$ cat src/design/gdad_pkg.sv
// Shared types, constants, calendar functions and the sequencer program for the date adder.
`default_nettype none

package gdad_pkg;

	localparam logic [13:0] MAX_YEAR   = 14'd9999;
	localparam logic [3:0]  LAST_MONTH = 4'd12;
	localparam logic [3:0]  FEBRUARY   = 4'd2;
	localparam logic [8:0]  YEAR_DAYS  = 9'd365;
	localparam logic [8:0]  LEAP_DAYS  = 9'd366;
	localparam logic [13:0] RECIP_100  = 14'd5243;
	localparam int          RECIP_SHIFT = 19;

	typedef struct packed {
		logic [13:0] start_year;
		logic [3:0]  start_month;
		logic [4:0]  start_day;
		logic [19:0] day_offset;
	} req_word_t;

	typedef struct packed {
		logic        date_valid;
		logic [8:0]  ordinal_day;
		logic [13:0] result_year;
		logic [3:0]  result_month;
		logic [4:0]  result_day;
		logic        year_overflow;
	} rsp_word_t;

	typedef enum logic [2:0] {
		ST_IDLE,
		ST_CHECK,
		ST_ORD,
		ST_YEAR,
		ST_MONTH,
		ST_EMIT
	} step_t;

	typedef enum logic [2:0] {
		COND_IN_VALID,
		COND_DATE_BAD,
		COND_ORD_DONE,
		COND_YEAR_FITS,
		COND_MONTH_FITS,
		COND_OUT_BUSY
	} cond_t;

	typedef enum logic [2:0] {
		OP_NONE,
		OP_LOAD,
		OP_INIT,
		OP_ORD_ADD,
		OP_YEAR_SUB,
		OP_MONTH_SUB,
		OP_EMIT
	} op_t;

	typedef struct packed {
		cond_t cond;
		op_t   op;
		logic  do_hit;
		logic  do_miss;
		step_t tgt_hit;
		step_t tgt_miss;
	} cw_t;

	typedef struct packed {
		op_t op;
	} dp_ctrl_t;

	typedef struct packed {
		logic date_bad;
		logic ord_done;
		logic year_fits;
		logic month_fits;
	} dp_stat_t;

	typedef struct packed {
		logic        bad;
		logic [8:0]  ord;
		logic [13:0] year;
		logic [3:0]  month;
		logic [20:0] rem;
	} dp_view_t;

	// The quotient by 100 comes from a reciprocal multiply, exact for every 14-bit year.
	function automatic logic is_leap(logic [13:0] y);
		logic [27:0] prod;
		logic [7:0]  q;
		logic [14:0] back;
		prod = 28'(y) * 28'(RECIP_100);
		q    = prod[RECIP_SHIFT +: 8];
		back = 15'(q) * 15'd100;
		if (back == 15'(y)) begin
			return q[1:0] == 2'd0;
		end
		return y[1:0] == 2'd0;
	endfunction

	function automatic logic [4:0] month_len(logic [3:0] m, logic leap);
		logic [4:0] len;
		case (m)
			4'd2: begin
				len = leap ? 5'd29 : 5'd28;
			end
			4'd4, 4'd6, 4'd9, 4'd11: begin
				len = 5'd30;
			end
			4'd1, 4'd3, 4'd5, 4'd7, 4'd8, 4'd10, 4'd12: begin
				len = 5'd31;
			end
			default: begin
				len = 5'd0;
			end
		endcase
		return len;
	endfunction

	function automatic cw_t ucode(step_t s);
		cw_t w;
		w = '{cond: COND_IN_VALID, op: OP_NONE, do_hit: 1'b0, do_miss: 1'b0,
			tgt_hit: ST_IDLE, tgt_miss: ST_IDLE};
		case (s)
			ST_IDLE: begin
				w = '{cond: COND_IN_VALID, op: OP_LOAD, do_hit: 1'b1, do_miss: 1'b0,
					tgt_hit: ST_CHECK, tgt_miss: ST_IDLE};
			end
			ST_CHECK: begin
				w = '{cond: COND_DATE_BAD, op: OP_INIT, do_hit: 1'b1, do_miss: 1'b1,
					tgt_hit: ST_EMIT, tgt_miss: ST_ORD};
			end
			ST_ORD: begin
				w = '{cond: COND_ORD_DONE, op: OP_ORD_ADD, do_hit: 1'b0, do_miss: 1'b1,
					tgt_hit: ST_YEAR, tgt_miss: ST_ORD};
			end
			ST_YEAR: begin
				w = '{cond: COND_YEAR_FITS, op: OP_YEAR_SUB, do_hit: 1'b0, do_miss: 1'b1,
					tgt_hit: ST_MONTH, tgt_miss: ST_YEAR};
			end
			ST_MONTH: begin
				w = '{cond: COND_MONTH_FITS, op: OP_MONTH_SUB, do_hit: 1'b0, do_miss: 1'b1,
					tgt_hit: ST_EMIT, tgt_miss: ST_MONTH};
			end
			ST_EMIT: begin
				w = '{cond: COND_OUT_BUSY, op: OP_EMIT, do_hit: 1'b0, do_miss: 1'b1,
					tgt_hit: ST_EMIT, tgt_miss: ST_IDLE};
			end
			default: begin
				w = '{cond: COND_IN_VALID, op: OP_NONE, do_hit: 1'b0, do_miss: 1'b0,
					tgt_hit: ST_IDLE, tgt_miss: ST_IDLE};
			end
		endcase
		return w;
	endfunction

endpackage

`default_nettype wire

$ cat src/design/gdad_if.sv
// Valid/ready channel interfaces for the request and response words of the date adder.
`default_nettype none

interface gdad_req_if;
	logic                 valid;
	logic                 ready;
	gdad_pkg::req_word_t  data;
	modport source (output valid, output data, input ready);
	modport sink (input valid, input data, output ready);
endinterface

interface gdad_rsp_if;
	logic                 valid;
	logic                 ready;
	gdad_pkg::rsp_word_t  data;
	modport source (output valid, output data, input ready);
	modport sink (input valid, input data, output ready);
endinterface

`default_nettype wire

$ cat src/design/gdad_datapath.sv
// Calendar datapath: working registers, leap-year and month-length logic, loop conditions.
`default_nettype none

module gdad_datapath (
	input  wire logic                clk,
	input  wire gdad_pkg::dp_ctrl_t  ctrl,
	input  wire gdad_pkg::req_word_t word,
	output gdad_pkg::dp_stat_t       stat,
	output gdad_pkg::dp_view_t       view
);

	logic [13:0] y_q;
	logic [3:0]  m_q;
	logic [4:0]  d_q;
	logic [20:0] n_q;
	logic [8:0]  ord_q;
	logic [3:0]  mi_q;
	logic        bad_q;

	logic        leap_y;
	logic        leap_next;
	logic [8:0]  span;
	logic [4:0]  mlen_cur;
	logic [4:0]  mlen_idx;

	always_comb begin
		leap_y    = gdad_pkg::is_leap(y_q);
		leap_next = gdad_pkg::is_leap(y_q + 14'd1);
		if ((m_q <= gdad_pkg::FEBRUARY) ? leap_y : leap_next) begin
			span = gdad_pkg::LEAP_DAYS;
		end else begin
			span = gdad_pkg::YEAR_DAYS;
		end
		mlen_cur = gdad_pkg::month_len(m_q, leap_y);
		mlen_idx = gdad_pkg::month_len(mi_q, leap_y);

		stat.date_bad   = (y_q == 14'd0) || (y_q > gdad_pkg::MAX_YEAR) || (m_q == 4'd0) ||
			(m_q > gdad_pkg::LAST_MONTH) || (d_q == 5'd0) || (d_q > mlen_cur);
		stat.ord_done   = (mi_q == m_q);
		stat.year_fits  = (n_q <= {12'd0, span});
		stat.month_fits = (n_q <= {16'd0, mlen_cur});

		view.bad   = bad_q;
		view.ord   = ord_q;
		view.year  = y_q;
		view.month = m_q;
		view.rem   = n_q;
	end

	always_ff @(posedge clk) begin
		case (ctrl.op)
			gdad_pkg::OP_LOAD: begin
				y_q <= word.start_year;
				m_q <= word.start_month;
				d_q <= word.start_day;
				n_q <= {1'b0, word.day_offset} + {16'd0, word.start_day};
			end
			gdad_pkg::OP_INIT: begin
				bad_q <= stat.date_bad;
				ord_q <= {4'd0, d_q};
				mi_q  <= 4'd1;
			end
			gdad_pkg::OP_ORD_ADD: begin
				ord_q <= ord_q + {4'd0, mlen_idx};
				mi_q  <= mi_q + 4'd1;
			end
			gdad_pkg::OP_YEAR_SUB: begin
				n_q <= n_q - {12'd0, span};
				y_q <= y_q + 14'd1;
			end
			gdad_pkg::OP_MONTH_SUB: begin
				n_q <= n_q - {16'd0, mlen_cur};
				if (m_q == gdad_pkg::LAST_MONTH) begin
					m_q <= 4'd1;
					y_q <= y_q + 14'd1;
				end else begin
					m_q <= m_q + 4'd1;
				end
			end
			default: begin
			end
		endcase
	end

endmodule

`default_nettype wire

$ cat src/design/gregorian_date_add_days_core.sv
// Top level of the Gregorian date adder: microcoded sequencer, datapath and result register.
//
//  channel | modport | word       | contents
//  --------+---------+------------+------------------------------------------------
//  req     | sink    | req_word_t | start year, month, day and forward day offset
//  rsp     | source  | rsp_word_t | validity, ordinal day, shifted date, overflow
//
// One word is processed at a time; req is ready only while the sequencer sits idle.
// A word passes from acceptance through a check step, one step per month before the
// start month, one per skipped year, one per skipped month and an emit step, which
// waits while the last result is still held on rsp, back to idle for the next word.
// An invalid date skips the walk and goes from the check step straight to emit.
// The year-skip loop of the sequencer removes one span per cycle.
// The result register lets the next word start while a result waits on rsp.
// Reset clears the step counter and the result valid flag.
`default_nettype none

module gregorian_date_add_days_core (
	input  wire logic  clk,
	input  wire logic  arst_n,
	gdad_req_if.sink   req,
	gdad_rsp_if.source rsp
);

	gdad_pkg::step_t     pc_q;
	gdad_pkg::step_t     pc_d;
	gdad_pkg::cw_t       cw;
	gdad_pkg::dp_ctrl_t  dp_ctrl;
	gdad_pkg::dp_stat_t  dp_stat;
	gdad_pkg::dp_view_t  dp_view;
	gdad_pkg::rsp_word_t out_q;
	logic                out_valid_q;
	logic                hit;
	logic                fire;
	logic                overflow;

	gdad_datapath u_datapath (
		.clk  (clk),
		.ctrl (dp_ctrl),
		.word (req.data),
		.stat (dp_stat),
		.view (dp_view)
	);

	always_ff @(posedge clk or negedge arst_n) begin
		if (!arst_n) begin
			pc_q <= gdad_pkg::ST_IDLE;
		end else begin
			pc_q <= pc_d;
		end
	end

	always_comb begin
		cw = gdad_pkg::ucode(pc_q);
		case (cw.cond)
			gdad_pkg::COND_IN_VALID: begin
				hit = req.valid;
			end
			gdad_pkg::COND_DATE_BAD: begin
				hit = dp_stat.date_bad;
			end
			gdad_pkg::COND_ORD_DONE: begin
				hit = dp_stat.ord_done;
			end
			gdad_pkg::COND_YEAR_FITS: begin
				hit = dp_stat.year_fits;
			end
			gdad_pkg::COND_MONTH_FITS: begin
				hit = dp_stat.month_fits;
			end
			gdad_pkg::COND_OUT_BUSY: begin
				hit = out_valid_q && !rsp.ready;
			end
			default: begin
				hit = 1'b0;
			end
		endcase
		pc_d       = hit ? cw.tgt_hit : cw.tgt_miss;
		fire       = hit ? cw.do_hit : cw.do_miss;
		dp_ctrl.op = fire ? cw.op : gdad_pkg::OP_NONE;
	end

	assign req.ready = (pc_q == gdad_pkg::ST_IDLE);
	assign overflow  = (dp_view.year > gdad_pkg::MAX_YEAR);

	always_ff @(posedge clk or negedge arst_n) begin
		if (!arst_n) begin
			out_valid_q <= 1'b0;
		end else if (dp_ctrl.op == gdad_pkg::OP_EMIT) begin
			out_valid_q <= 1'b1;
		end else if (rsp.ready) begin
			out_valid_q <= 1'b0;
		end
	end

	always_ff @(posedge clk) begin
		if (dp_ctrl.op == gdad_pkg::OP_EMIT) begin
			if (dp_view.bad) begin
				out_q <= '0;
			end else begin
				out_q.date_valid    <= 1'b1;
				out_q.ordinal_day   <= dp_view.ord;
				out_q.result_year   <= overflow ? 14'd0 : dp_view.year;
				out_q.result_month  <= dp_view.month;
				out_q.result_day    <= dp_view.rem[4:0];
				out_q.year_overflow <= overflow;
			end
		end
	end

	assign rsp.valid = out_valid_q;
	assign rsp.data  = out_q;

	// A valid date always yields a real month and day.
	a_valid_date_fields: assert property (@(posedge clk) disable iff (!arst_n)
		rsp.valid && rsp.data.date_valid |-> rsp.data.result_day != 5'd0 &&
		rsp.data.result_month != 4'd0 && rsp.data.result_month <= gdad_pkg::LAST_MONTH &&
		rsp.data.ordinal_day != 9'd0)
		else $error("valid date gave an empty result field");

	// An invalid date clears every field of the result.
	a_invalid_zero: assert property (@(posedge clk) disable iff (!arst_n)
		rsp.valid && !rsp.data.date_valid |-> rsp.data.ordinal_day == 9'd0 &&
		rsp.data.result_year == 14'd0 && rsp.data.result_month == 4'd0 &&
		rsp.data.result_day == 5'd0 && !rsp.data.year_overflow)
		else $error("invalid date gave a nonzero result");

	// Overflow only follows a valid date and hides the year.
	a_overflow_year: assert property (@(posedge clk) disable iff (!arst_n)
		rsp.valid && rsp.data.year_overflow |-> rsp.data.date_valid &&
		rsp.data.result_year == 14'd0)
		else $error("overflow result carries a year");

	// Once the year skips finish, the remainder fits within one span.
	a_month_rem: assert property (@(posedge clk) disable iff (!arst_n)
		pc_q == gdad_pkg::ST_MONTH |-> dp_view.rem <= {12'd0, gdad_pkg::LEAP_DAYS})
		else $error("remainder too large in month walk");

endmodule

`default_nettype wire

$ cat src/flat_wrapper.sv
// flat-port wrapper written by rule: the top's interface ports become plain ports
module gregorian_date_add_days_core_flat 
  (clk, arst_n, req_valid, req_data, req_ready, rsp_valid, rsp_data, rsp_ready);
  gdad_req_if req_i ();
  gdad_rsp_if rsp_i ();
  input  wire logic clk;
  input  wire logic arst_n;
  input wire logic [$bits(req_i.valid)-1:0] req_valid;
  input wire logic [$bits(req_i.data)-1:0] req_data;
  output wire logic [$bits(req_i.ready)-1:0] req_ready;
  output wire logic [$bits(rsp_i.valid)-1:0] rsp_valid;
  output wire logic [$bits(rsp_i.data)-1:0] rsp_data;
  input wire logic [$bits(rsp_i.ready)-1:0] rsp_ready;
  assign req_i.valid = req_valid;
  assign req_i.data = req_data;
  assign req_ready = req_i.ready;
  assign rsp_valid = rsp_i.valid;
  assign rsp_data = rsp_i.data;
  assign rsp_i.ready = rsp_ready;
  gregorian_date_add_days_core u_core (.clk(clk), .arst_n(arst_n), .req(req_i), .rsp(rsp_i));
endmodule
$ cat config.mk
export PLATFORM = sky130hd
export DESIGN_NAME = gregorian_date_add_days_core_flat
export DESIGN_NICKNAME = d
export VERILOG_FILES = /design/src/design/gdad_pkg.sv /design/src/design/gdad_if.sv /design/src/design/gdad_datapath.sv /design/src/design/gregorian_date_add_days_core.sv /design/src/flat_wrapper.sv
export SDC_FILE = /design/constraint.sdc
export NUM_CORES = 1
export LEC_CHECK = 0
export BUFFER_PORTS_ARGS = -buffer_cell sky130_fd_sc_hd__buf_2
export CAP_MARGIN = 10
export CORE_MARGIN = 1
export CORE_UTILIZATION = 69
export DETAILED_ROUTE_END_ITERATION = 12
export HOLD_SLACK_MARGIN = 0.15
export PLACE_DENSITY_LB_ADDON = 0.25
export SLEW_MARGIN = 0
export SYNTH_ARGS = -nofsm -noshare
export SYNTH_HDL_FRONTEND = slang
export SYNTH_HIERARCHICAL = 1
export SYNTH_SLANG_ARGS = --single-unit
$ cat constraint.sdc
create_clock -name clk -period 24.5 [get_ports clk]
set_clock_uncertainty 0.1 [all_clocks]
set_input_delay 3.675 -clock clk [delete_from_list [all_inputs] [get_ports clk]]
set_output_delay 3.675 -clock clk [all_outputs]
set_load 0.005 [all_outputs]
# Word level (Yosys, flattened, before mapping)

Cells that the tools add are included.
Widths: inputs -> output; s select.

Input port bits: 47
Word-level logic and storage cells: 129
Flip-flop bits (word level): 96
Output and inout bits: 36

$add $sub $neg: 7
Equal/unequal tests: 44
Magnitude comparators: 6
Reduce and logical (&&, ||, !) cells: 26
$mul: 4
Muxes and demuxes: 27

Operators with widths:

| kind                   | number |
|---|---|
| $pmux 14 s6            | 1 |
| $pmux 21 s3            | 1 |
| $mul 14x13->27 const B | 2 |
| $pmux 14 s3            | 1 |
| $eq 4x4->1 const B     | 10 |
| $mux 34                | 1 |
| $eq 4x3->1 const B     | 8 |
| $eq 15x14->1           | 2 |
| $pmux 5 s3             | 2 |
| $mux 14                | 2 |
| $mul 8x5->13 const B   | 2 |
| $add 20x5->21          | 1 |
| $eq 3x3->1 const B     | 7 |
| $le 21x5->1            | 1 |
| $le 21x9->1            | 1 |
| $sub 21x5->21          | 1 |
| $sub 21x9->21          | 1 |
| $eq 3x2->1 const B     | 6 |
| $pmux 9 s2             | 1 |
| $eq 4x2->1 const B     | 4 |
| $pmux 4 s2             | 2 |
| $add 14x1->14 const B  | 1 |
| $gt 14x14->1 const B   | 1 |
| $logic_not 14->1       | 1 |
| other kinds (27)       | 54 |

# Longest topological paths before layout

Gate-level depths: netlist (run 1).

Depth in word-level cells: 15
Gate-level depth with buffers: 59
Gate-level depth less buffers: 58

# Cells and area by module

Netlist (run 1), hierarchy kept.

Modules (own cells, without submodules):

| module                       | instances | area an instance (um2) | sequential area each (um2) | cells each |
|---|---|---|---|---|
| gdad_datapath                | 1         | 13,259.0               | 1,741.7                    | 1,422 |
| gregorian_date_add_days_core | 1         | 1,700.4                | 1,121.1                    | 129 |

# Worst setup path before layout (run 1)

OpenSTA, ideal clock, no wires.

Path kind: register to register
Start: reg u_core.u_datapath.y_q[0]
End: reg u_core.out_q, in the netlist u_core/rsp.data[0] (enable)
Clock period less this slack: 13.582 ns
Stages on the path, launching flop included: 52
Path buffers: 1
Library setup time: 0.467 ns
Path slack: 10.918 ns
Required time: 23.933 ns
Arrival: 13.015 ns
Path through: edfxtp_1 > ha_1 > and4_1 > nand2_1 > xnor2_1 > clkbuf_1 > xor2_1 > ha_1 > o21bai_1 > ha_1 > inv_1 > fa_1 > inv_1 > fa_1 > inv_1 > fa_1 > inv_1 > ha_1 > [16 not listed] > or4_1 > a21boi_0 > o221a_2 > nand4_1 > a2bb2oi_2 > ha_1 > nor2b_1 > o211ai_1 > a21oi_1 > nor2_1 > nor2_1 > o21ai_0 > and4b_1 > and3_1 > o21a_1 > o211ai_2 > mux2i_1 > nor3_1

RTL lines:

| item                   | line                               | text |
|---|---|---|
| from (decl)            | gdad_datapath.sv:12                | `logic [13:0] y_q;` |
| from (signal assigned) | gdad_datapath.sv:53                | `y_q <= word.start_year;` |
| from (signal assigned) | gdad_datapath.sv:69                | `y_q <= y_q + 14'd1;` |
| from (signal assigned) | gdad_datapath.sv:75                | `y_q <= y_q + 14'd1;` |
| to (decl)              | gregorian_date_add_days_core.sv:31 | `gdad_pkg::rsp_word_t out_q;` |

==> results of run 1 <==
==> sequential cells by signal, summed over array words and instances, names as in the netlist <==
name	count
u_core/pc_q	3
u_core/u_datapath/mi_q	4
u_core/u_datapath/n_q	21
u_core/rsp.valid	1
u_core/u_datapath/m_q	4
u_core/u_datapath/ord_q	9
u_core/rsp.data	34
u_core/u_datapath/d_q	5
u_core/u_datapath/bad_q	1
u_core/u_datapath/y_q	14
==> layer usage <==
metal	global-route usage	routed length [µm]	vias to the layer above
met5	0	13	-
met4	0.117	1100	2
met3	0.0550	2380	78
met2	0.554	16200	425
met1	0.411	14100	5319
li1	-	-	5326
==> placed cells by master (no fill, tap or decap), types with 10 or more instances in the layout <==
| master | Yosys | layout |
|---|---|---|
| nor3_1 | 16 | 15 |
| nor2_1 | 67 | 67 |
| nand2_1 | 81 | 81 |
| nand2b_1 | 14 | 13 |
| o21a_1 | 10 | 10 |
| ha_1 | 309 | 309 |
| nor2b_1 | 34 | 34 |
| a21o_1 | 19 | 19 |
| o21ai_0 | 61 | 61 |
| buf_4 | 1 | 10 |
| xnor2_1 | 67 | 67 |
| xor2_1 | 55 | 55 |
| a21oi_1 | 48 | 48 |
| edfxtp_1 | 92 | 92 |
| fa_1 | 126 | 126 |
| nand4_1 | 11 | 11 |
| a31oi_1 | 10 | 10 |
| and2_1 | 11 | 11 |
| and3_1 | 24 | 24 |
| o21bai_1 | 12 | 12 |
| buf_2 | 2 | 82 |
| inv_1 | 307 | 307 |
| nand3_1 | 29 | 29 |
==> worst max-delay path by stage <==
stage / endpoint / startpoint / slack (ns) / cells after the start
5_1_grt: u_core/u_datapath/n_q[18]$_DFFE_PP_ / u_core/u_datapath/y_q[0]$_DFFE_PP_ / 9.09 / 58
2_1_floorplan: u_core/rsp.data[0]$_SDFFCE_PP0N_ / u_core/u_datapath/y_q[0]$_DFFE_PP_ / 10.92 / 51
3_3_place_gp: u_core/u_datapath/n_q[18]$_DFFE_PP_ / u_core/u_datapath/y_q[0]$_DFFE_PP_ / 10.95 / 57
3_5_place_dp: u_core/u_datapath/n_q[18]$_DFFE_PP_ / u_core/u_datapath/y_q[0]$_DFFE_PP_ / 10.45 / 58
6_report: u_core/u_datapath/n_q[18]$_DFFE_PP_ / u_core/u_datapath/y_q[0]$_DFFE_PP_ / 10.21 / 57
4_1_cts: u_core/u_datapath/n_q[18]$_DFFE_PP_ / u_core/u_datapath/y_q[0]$_DFFE_PP_ / 10.35 / 58
==> cell type report <==
type | count | share of cell area
Clock buffer | 10 | 0.0143
Clock inverter | 6 | 0.00524
Inverter | 308 | 0.0723
Multi-Input combinational cell | 1119 | 0.677
Sequential cell | 96 | 0.179
Tap cell | 275 | 0.0215
Timing Repair Buffer | 92 | 0.0303
==> through the flow <==
step | std cells | worst slack, ns | instance area (µm²) | util
after global routing | 1906 | 9.09 | 16000 | 0.756
final | 1906 | 10.21 | 16000 | 0.756
after floorplan | 1551 | 10.92 | 15000 | -
after global placement | 1890 | 10.95 | 15700 | 0.741
after detailed placement | 1890 | 10.45 | 15700 | 0.741
after CTS | 1906 | 10.35 | 16000 | 0.756
==> kinds of logic (layout without fill, tap and decap cells) <==
logic type / count (synthesis) / count (layout) / synth area share
fa+ha+maj: 435 / 435 / 0.427
buf+inv: 336 / 416 / 0.0852
simple gates: 322 / 322 / 0.110
compound gates: 221 / 221 / 0.0972
xor+xnor: 129 / 129 / 0.0810
flops: 96 / 96 / 0.191
mux: 12 / 12 / 0.00828
==> critical path, delay by kind of cell (launching register included) <==
| kind | cells | cell delay (ns) |
|---|---|---|
| simple gates | 16 | 2.81 |
| compound gates | 17 | 3.47 |
| flops | 1 | 0.64 |
| fa+ha+maj | 12 | 4.50 |
| xor+xnor | 3 | 1.16 |
| mux | 1 | 0.53 |
| buf+inv | 8 | 0.76 |
==> impl_summary.txt, run 1 <==
----------------------------------------------------
[Run status]
  Result of the run ... finished clean

[Critical path]
  Setup Crit Path Kind ... reg2reg
  Data required, critical path ... roughly 24 ns
  End of the worst register-to-register path ... u_core/u_datapath/n_q[18]$_DFFE_PP_
  Crit path top cell by count ... ha_1
  Largest stage delay, worst path ... about 0.85 ns
  Critical path endpoint category ... flip-flop
  Library cell contributing the largest single delay on the critical path ... xnor2_1
  Worst reg2reg setup slack ... around 10 ns
  Reg2reg path depth ... between 50 and 60
  Worst reg2reg path startpoint ... u_core/u_datapath/y_q[0]$_DFFE_PP_
  CP Max Fanout ... 21
  Critical Path Start Type ... flip-flop
  Arrival time at the worst endpoint ... 14.26 ns

[Finish]
  Final-stage net count ... approximately 2100
  Number of inserted filler cells in the final layout ... about 1400
  Layout overhead on the synthesized area ... 6.93%
  Sequential Area ... 2860 µm²
  # diodes ... 0
  Combined area of the multi-input logic cells ... ~11000 µm²
  Fraction of final layout cells with drive strength greater than 1 ... 0.0834

[STA]
  RSZ-0062 raised after global routing ... false
  Total count of hold-check failures in the final report ... 0
  Final cycle utilization of the critical path ... 0.583
  Worst slew margin relative to its limit ... 0.231
  Achievable clock frequency ... ~70 MHz
  Transition at the pin with the smallest max-transition slack ... around 1.1 ns
  Setup TNS Final ... 0 ns
  Min Tclk post-route ... roughly 14 ns
  Count of final max-slew check failures ... 0
  Final setup violating endpoints ... 0
  Final worst hold slack ... 0.446 ns

[Hold path]
  Cell depth of the worst hold path ... 2
  Min-delay src ... u_core/rsp.valid$_DFFE_PN0P_
  Class of the most critical hold timing path ... reg2reg
  WHS Endpoint ... u_core/rsp.valid$_DFFE_PN0P_

[Route]
  Number of optimization iterations in the first detailed-route pass ... 7
  Via/cell ratio ... 5.85
  Via Count ... between 10000 and 15000
  Number of DRC markers in iteration 0 ... roughly 720
  Routed wire length per instance ... approximately 18 µm
  Total wire length after detailed routing ... around 34000 µm
  Number of antenna-violating nets in the routed design ... 0
  DRC violation count after routing ... 0

[CTS]
  Clock insertion delay at the later pin of the skew report ... roughly 0.35 ns
  CTS root buf ... clkbuf_16
  Number of buffers inserted by post-CTS setup repair ... 0
  CTS Hold Bufs ... 0
  Total CTS buffers ... 9
  Clock H-tree levels ... 3
  CTS-repair resized insts ... 0
  Count of clock tree sinks ... 96
  Maximum number of buffers from clock root to sink ... 2
  Clock tree from TritonCTS ... done
  Clock-pin slew of the registers on the worst-case setup and hold paths ... 0.07 ns

[Floorplanning]
  Die outline width ... 149 µm
  I/O pin count ... 83
  Row count ... between 50 and 60
  Total core area ... approximately 21000 µm²
  Die height ... ~150 µm
  Starting Density ... 0.707
  Overall die area ... approximately 22000 µm²

[Logic synthesis]
  Number of instances in the synthesized netlist ... approximately 1600
  Area leader, netlist ... ha_1
  Register bit count reported by yosys ... 96
  Commonest cells in the netlist ... ha_1 (309), inv_1 (307), fa_1 (126), edfxtp_1 (92), nand2_1 (81)
  Largest cells by area after synthesis ... ha_1 (26%), edfxtp_1 (18%), fa_1 (17%)
  Share of synthesized flip-flops with an asynchronous set or reset ... 0.0417
  Sequential cell area fraction in the yosys report ... 0.191
  Number of flops mapped to enable cells by yosys ... between 90 and 100
  Total standard cell area after synthesis ... approximately 15000 µm²
  Mean instance size in the synthesized netlist ... 9.64 µm²
  Synth Flop Type ... edfxtp_1
  Total of warnings raised by yosys ... 6
  Synthesized net count ... about 2000
  Share of the synthesized area in the top cell type ... 0.258
  Top-count cell post-synth ... ha_1
  Distinct cell type count after synthesis ... 77

[Placement]
  I/O Buffers ... slightly above 80
  Detailed placement HPWL ... 28300 µm
  Weighted congestion at the end of routability-driven global placement ... roughly 0.95

[Job]
  Count of max-cap constraint violations ... 0

[GRT]
  Total Routing Usage GR ... 0.324
  Pin count of the biggest net entering global routing ... a little over 60
  Antenna violations before repair ... 1
  Number of global-route vias before repair ... 11600
  Global-route wire length before repair ... 56000 µm
  Final global-route overflow total ... 0

----------------------------------------------------
Power of run 1 is not shown: default switching activity piles up to over one toggle a cycle in this logic, so the estimate is an artifact.
==> run 2, diff against run 1 <==
- ABC_AREA: unset -> 1
- CORE_UTILIZATION: 69 -> 58
- clock period: 24.5 -> 11.7 ns (I/O delays scaled with it)
==> run 2 against run 1 <==
Effect of this change: non-clock buffer count grew 72; global-route usage fell by 4.1 points; register-to-register slack worse by 9.7 ns; critical path type unchanged; fmax is 27% higher; synthesized cell count grew 28%; sequential share of layout area shrank 2.1 points; critical path depth up 9; first-iteration DRC count is 49% higher; routed wire length is 18% higher; synthesized area up 6.8%.
==> impl_summary.txt, run 2 <==
----------------------------------------------------
[STA]
  Min Tclk post-route ... 11.21 ns (-3.08 ns)
  Total count of hold-check failures in the final report ... 0 (unchanged)
  Transition at the pin with the smallest max-transition slack ... 0.686 ns (-0.460 ns)
  Count of final max-slew check failures ... 0 (unchanged)
  Achievable clock frequency ... 89.2 MHz (+27%)
  Final setup violating endpoints ... 0 (unchanged)
  Final cycle utilization of the critical path ... 0.958 (+0.375)
  Worst slew margin relative to its limit ... 0.539 (+0.309)

[GRT]
  Total Routing Usage GR ... 0.283 (-0.0410)
  Antenna violations before repair ... 2 (+1)
  Final global-route overflow total ... 0 (unchanged)
  Pin count of the biggest net entering global routing ... 35 (-44%)
  Global-route wire length before repair ... 63400 µm (+13%)
  Number of global-route vias before repair ... 12900 (+11%)

[Floorplanning]
  Die height ... 168 µm (+13%)
  Die outline width ... 168 µm (+13%)
  Total core area ... 27000 µm² (+27%)
  Starting Density ... 0.593 (-0.115)
  Row count ... 60 (+13%)
  I/O pin count ... 83 (unchanged)
  Overall die area ... 28200 µm² (+27%)

[CTS]
  Clock H-tree levels ... 3 (unchanged)
  Total CTS buffers ... 9 (unchanged)
  Clock insertion delay at the later pin of the skew report ... 0.37 ns (+0.02 ns)
  Maximum number of buffers from clock root to sink ... 2 (unchanged)
  Clock tree from TritonCTS ... done
  CTS root buf ... clkbuf_16
  Clock-pin slew of the registers on the worst-case setup and hold paths ... 0.09 ns (+0.02 ns)
  Count of clock tree sinks ... 96 (unchanged)

[Job]
  Count of max-cap constraint violations ... 0 (unchanged)

[Finish]
  Max FFs per register ... 34 (unchanged)
  Commonest cells after routing, fill and taps aside ... inv_1 (469), nand2_1 (326), ha_1 (291)
  Registers with the most flip-flops ... u_core/rsp.data: 34 flops, u_core/u_datapath/n_q: 21 flops, u_core/u_datapath/y_q: 14 flops
  Most common library cell in the layout ignoring fill and taps ... inv_1
  Count of placed standard cells in the final layout, fillers left out ... 2497 (+31%)
  Reg with most FFs ... u_core/rsp.data
  Final-stage net count ... 2630 (+25%)
  Layout overhead on the synthesized area ... 13.8%
  Fraction of final layout cells with drive strength greater than 1 ... 0.135 (+0.0518)

[Placement]
  Placed insts ... 2443 (+29%)
  Weighted congestion at the end of routability-driven global placement ... 0.944 (-0.74%)
  Detailed placement HPWL ... 33200 µm (+17%)
  I/O Buffers ... 82 (unchanged)

[Logic synthesis]
  Distinct cell type count after synthesis ... 57 (-26%)
  Total of warnings raised by yosys ... 6 (unchanged)
  Sequential cell area fraction in the yosys report ... 0.179 (-0.0121)
  Synthesized net count ... 2473 (+22%)
  Commonest cells in the netlist ... inv_1 (479), nand2_1 (336), ha_1 (309), nor2_1 (141), fa_1 (126)
  Number of instances in the synthesized netlist ... 1991 (+28%)
  Share of synthesized flip-flops with an asynchronous set or reset ... 0.0417 (unchanged)
  Number of flops mapped to enable cells by yosys ... 92 (unchanged)
  Total standard cell area after synthesis ... 16000 µm² (+6.8%)
  Register bit count reported by yosys ... 96 (unchanged)
  Area leader, netlist ... ha_1
  Synth Flop Type ... edfxtp_1
  Share of the synthesized area in the top cell type ... 0.242 (-0.0164)
  Largest cells by area after synthesis ... ha_1 (24%), edfxtp_1 (17%), fa_1 (16%)
  Top-count cell post-synth ... inv_1
  Mean instance size in the synthesized netlist ... 8.02 µm² (-17%)

[Critical path]
  Data required, critical path ... 11.66 ns (-12.81 ns)
  Library cell contributing the largest single delay on the critical path ... fa_1
  Critical Path Start Type ... flip-flop
  Reg2reg path depth ... 66 (+16%)
  Arrival time at the worst endpoint ... 11.17 ns (-3.09 ns)
  Critical path endpoint category ... flip-flop
  Largest stage delay, worst path ... 0.55 ns (-0.30 ns)
  Crit path top cell by count ... nand2_1
  CP Max Fanout ... 8 (-62%)
  Worst reg2reg path startpoint ... u_core/u_datapath/y_q[3]$_DFFE_PP_
  Setup Crit Path Kind ... reg2reg
  Start point of the critical path ... u_core/u_datapath/y_q[3]$_DFFE_PP_

[Route]
  Routed wire length per instance ... 16.0 µm (-10%)
  Via/cell ratio ... 5.46 (-6.7%)
  DRC violation count after routing ... 0 (unchanged)
  Number of DRC markers in iteration 0 ... 1068 (+49%)
  Total wire length after detailed routing ... 39900 µm (+18%)
  Number of optimization iterations in the first detailed-route pass ... 5 (-2)
  Via Count ... 13600 (+22%)
  Number of antenna-violating nets in the routed design ... 0 (unchanged)

[Hold path]
  Class of the most critical hold timing path ... reg2reg
  Cell depth of the worst hold path ... 2 (unchanged)
  Min-delay src ... u_core/u_datapath/ord_q[3]$_DFFE_PP_

[Run status]
  Result of the run ... finished clean

----------------------------------------------------
## run 2: changes by cell type after synthesis, moves of 35 or more
cell     previous run  this run
nand2_1            81       336
inv_1             307       479
nand3_1            29       108
nor2_1             67       141
xnor2_1            67        19
a21oi_1            48        83
## run 2: kinds of logic after synthesis
| logic type | Yosys count | share of synthesized area |
|---|---|---|
| and+or+nand+nor | 683 | 0.187 |
| buffers and inverters | 501 | 0.119 |
| AOI/OAI and AO/OA | 214 | 0.0783 |
| adders and majority gates | 435 | 0.400 |
| xor gates and xnor gates | 62 | 0.0365 |
| DFF | 96 | 0.179 |
## run 2: path summary, 6_finish.rpt
| check | endpoint | slack (ns) |
|---|---|---|
| worst max-delay path | u_core/u_datapath/y_q[13]$_DFFE_PP_ | 0.49 |
| worst min-delay path | u_core/rsp.data[27]$_SDFFCE_PP0N_ | 0.46 |
| worst max register to register | u_core/u_datapath/y_q[13]$_DFFE_PP_ | 0.49 |
| worst min register to register | u_core/rsp.data[27]$_SDFFCE_PP0N_ | 0.46 |
| max in group asynchronous | u_core/pc_q[0]$_DFF_PN0_ | 10.30 |
| min in group asynchronous | u_core/rsp.valid$_DFFE_PN0P_ | 1.09 |
## run 2: timing repair
| item | CTS | global route |
|---|---|---|
| pin swaps | 0 | 23 |
| hold buffers | 0 | 0 |
| gates cloned | 0 | 2 |
| setup endpoints to repair | 27 | 144 |
| gates resized for setup | 3 | 104 |
| setup buffers | 0 | 33 |
## run 2: metrics by stage
stage	cell area, µm²	hold WS [ns]	TNS, ns	util	worst slack, ns
final	18200	0.460	0	0.674	0.493
after global routing	18200	0.521	-5.18	0.674	-0.145
after CTS	17400	0.471	0	0.645	0.00916
after detailed placement	17100	0.464	-0.820	0.634	-0.0483
after global placement	17100	0.450	0	0.634	0.207
after floorplan	16000	0.426	0	-	0.252
## run 2: layout make-up
| type | instances | area, µm² |
|---|---|---|
| antenna | 3 | 7.51 |
| clock buffer | 9 | 225 |
| clock inverter | 7 | 83.8 |
| fill | 2188 | 8770 |
| inverter | 483 | 1820 |
| multi-input combinational | 1394 | 11700 |
| sequential | 96 | 2860 |
| tap | 341 | 427 |
| timing repair buffer | 164 | 1070 |
## run 2: critical path: cells and delay by family (launching register included)
kind | cells | cell delay (ns)
adder cells (fa/ha/maj) | 12 | 4.21
buffers and inverters | 12 | 1.22
AND/OR/NAND/NOR | 31 | 2.79
AO/OA/AOI/OAI | 7 | 1.35
XOR/XNOR | 4 | 0.80
flip-flops | 1 | 0.47
## run 2: routing by layer
layer / up-vias / global-route usage / wire [µm]
met2: 455 / 0.465 / 19000
met1: 6421 / 0.383 / 17300
met5: - / 0 / 0
li1: 6691 / - / -
met3: 59 / 0.0472 / 2750
met4: 0 / 0.0810 / 855
Power of run 2 is left out for the same reason.
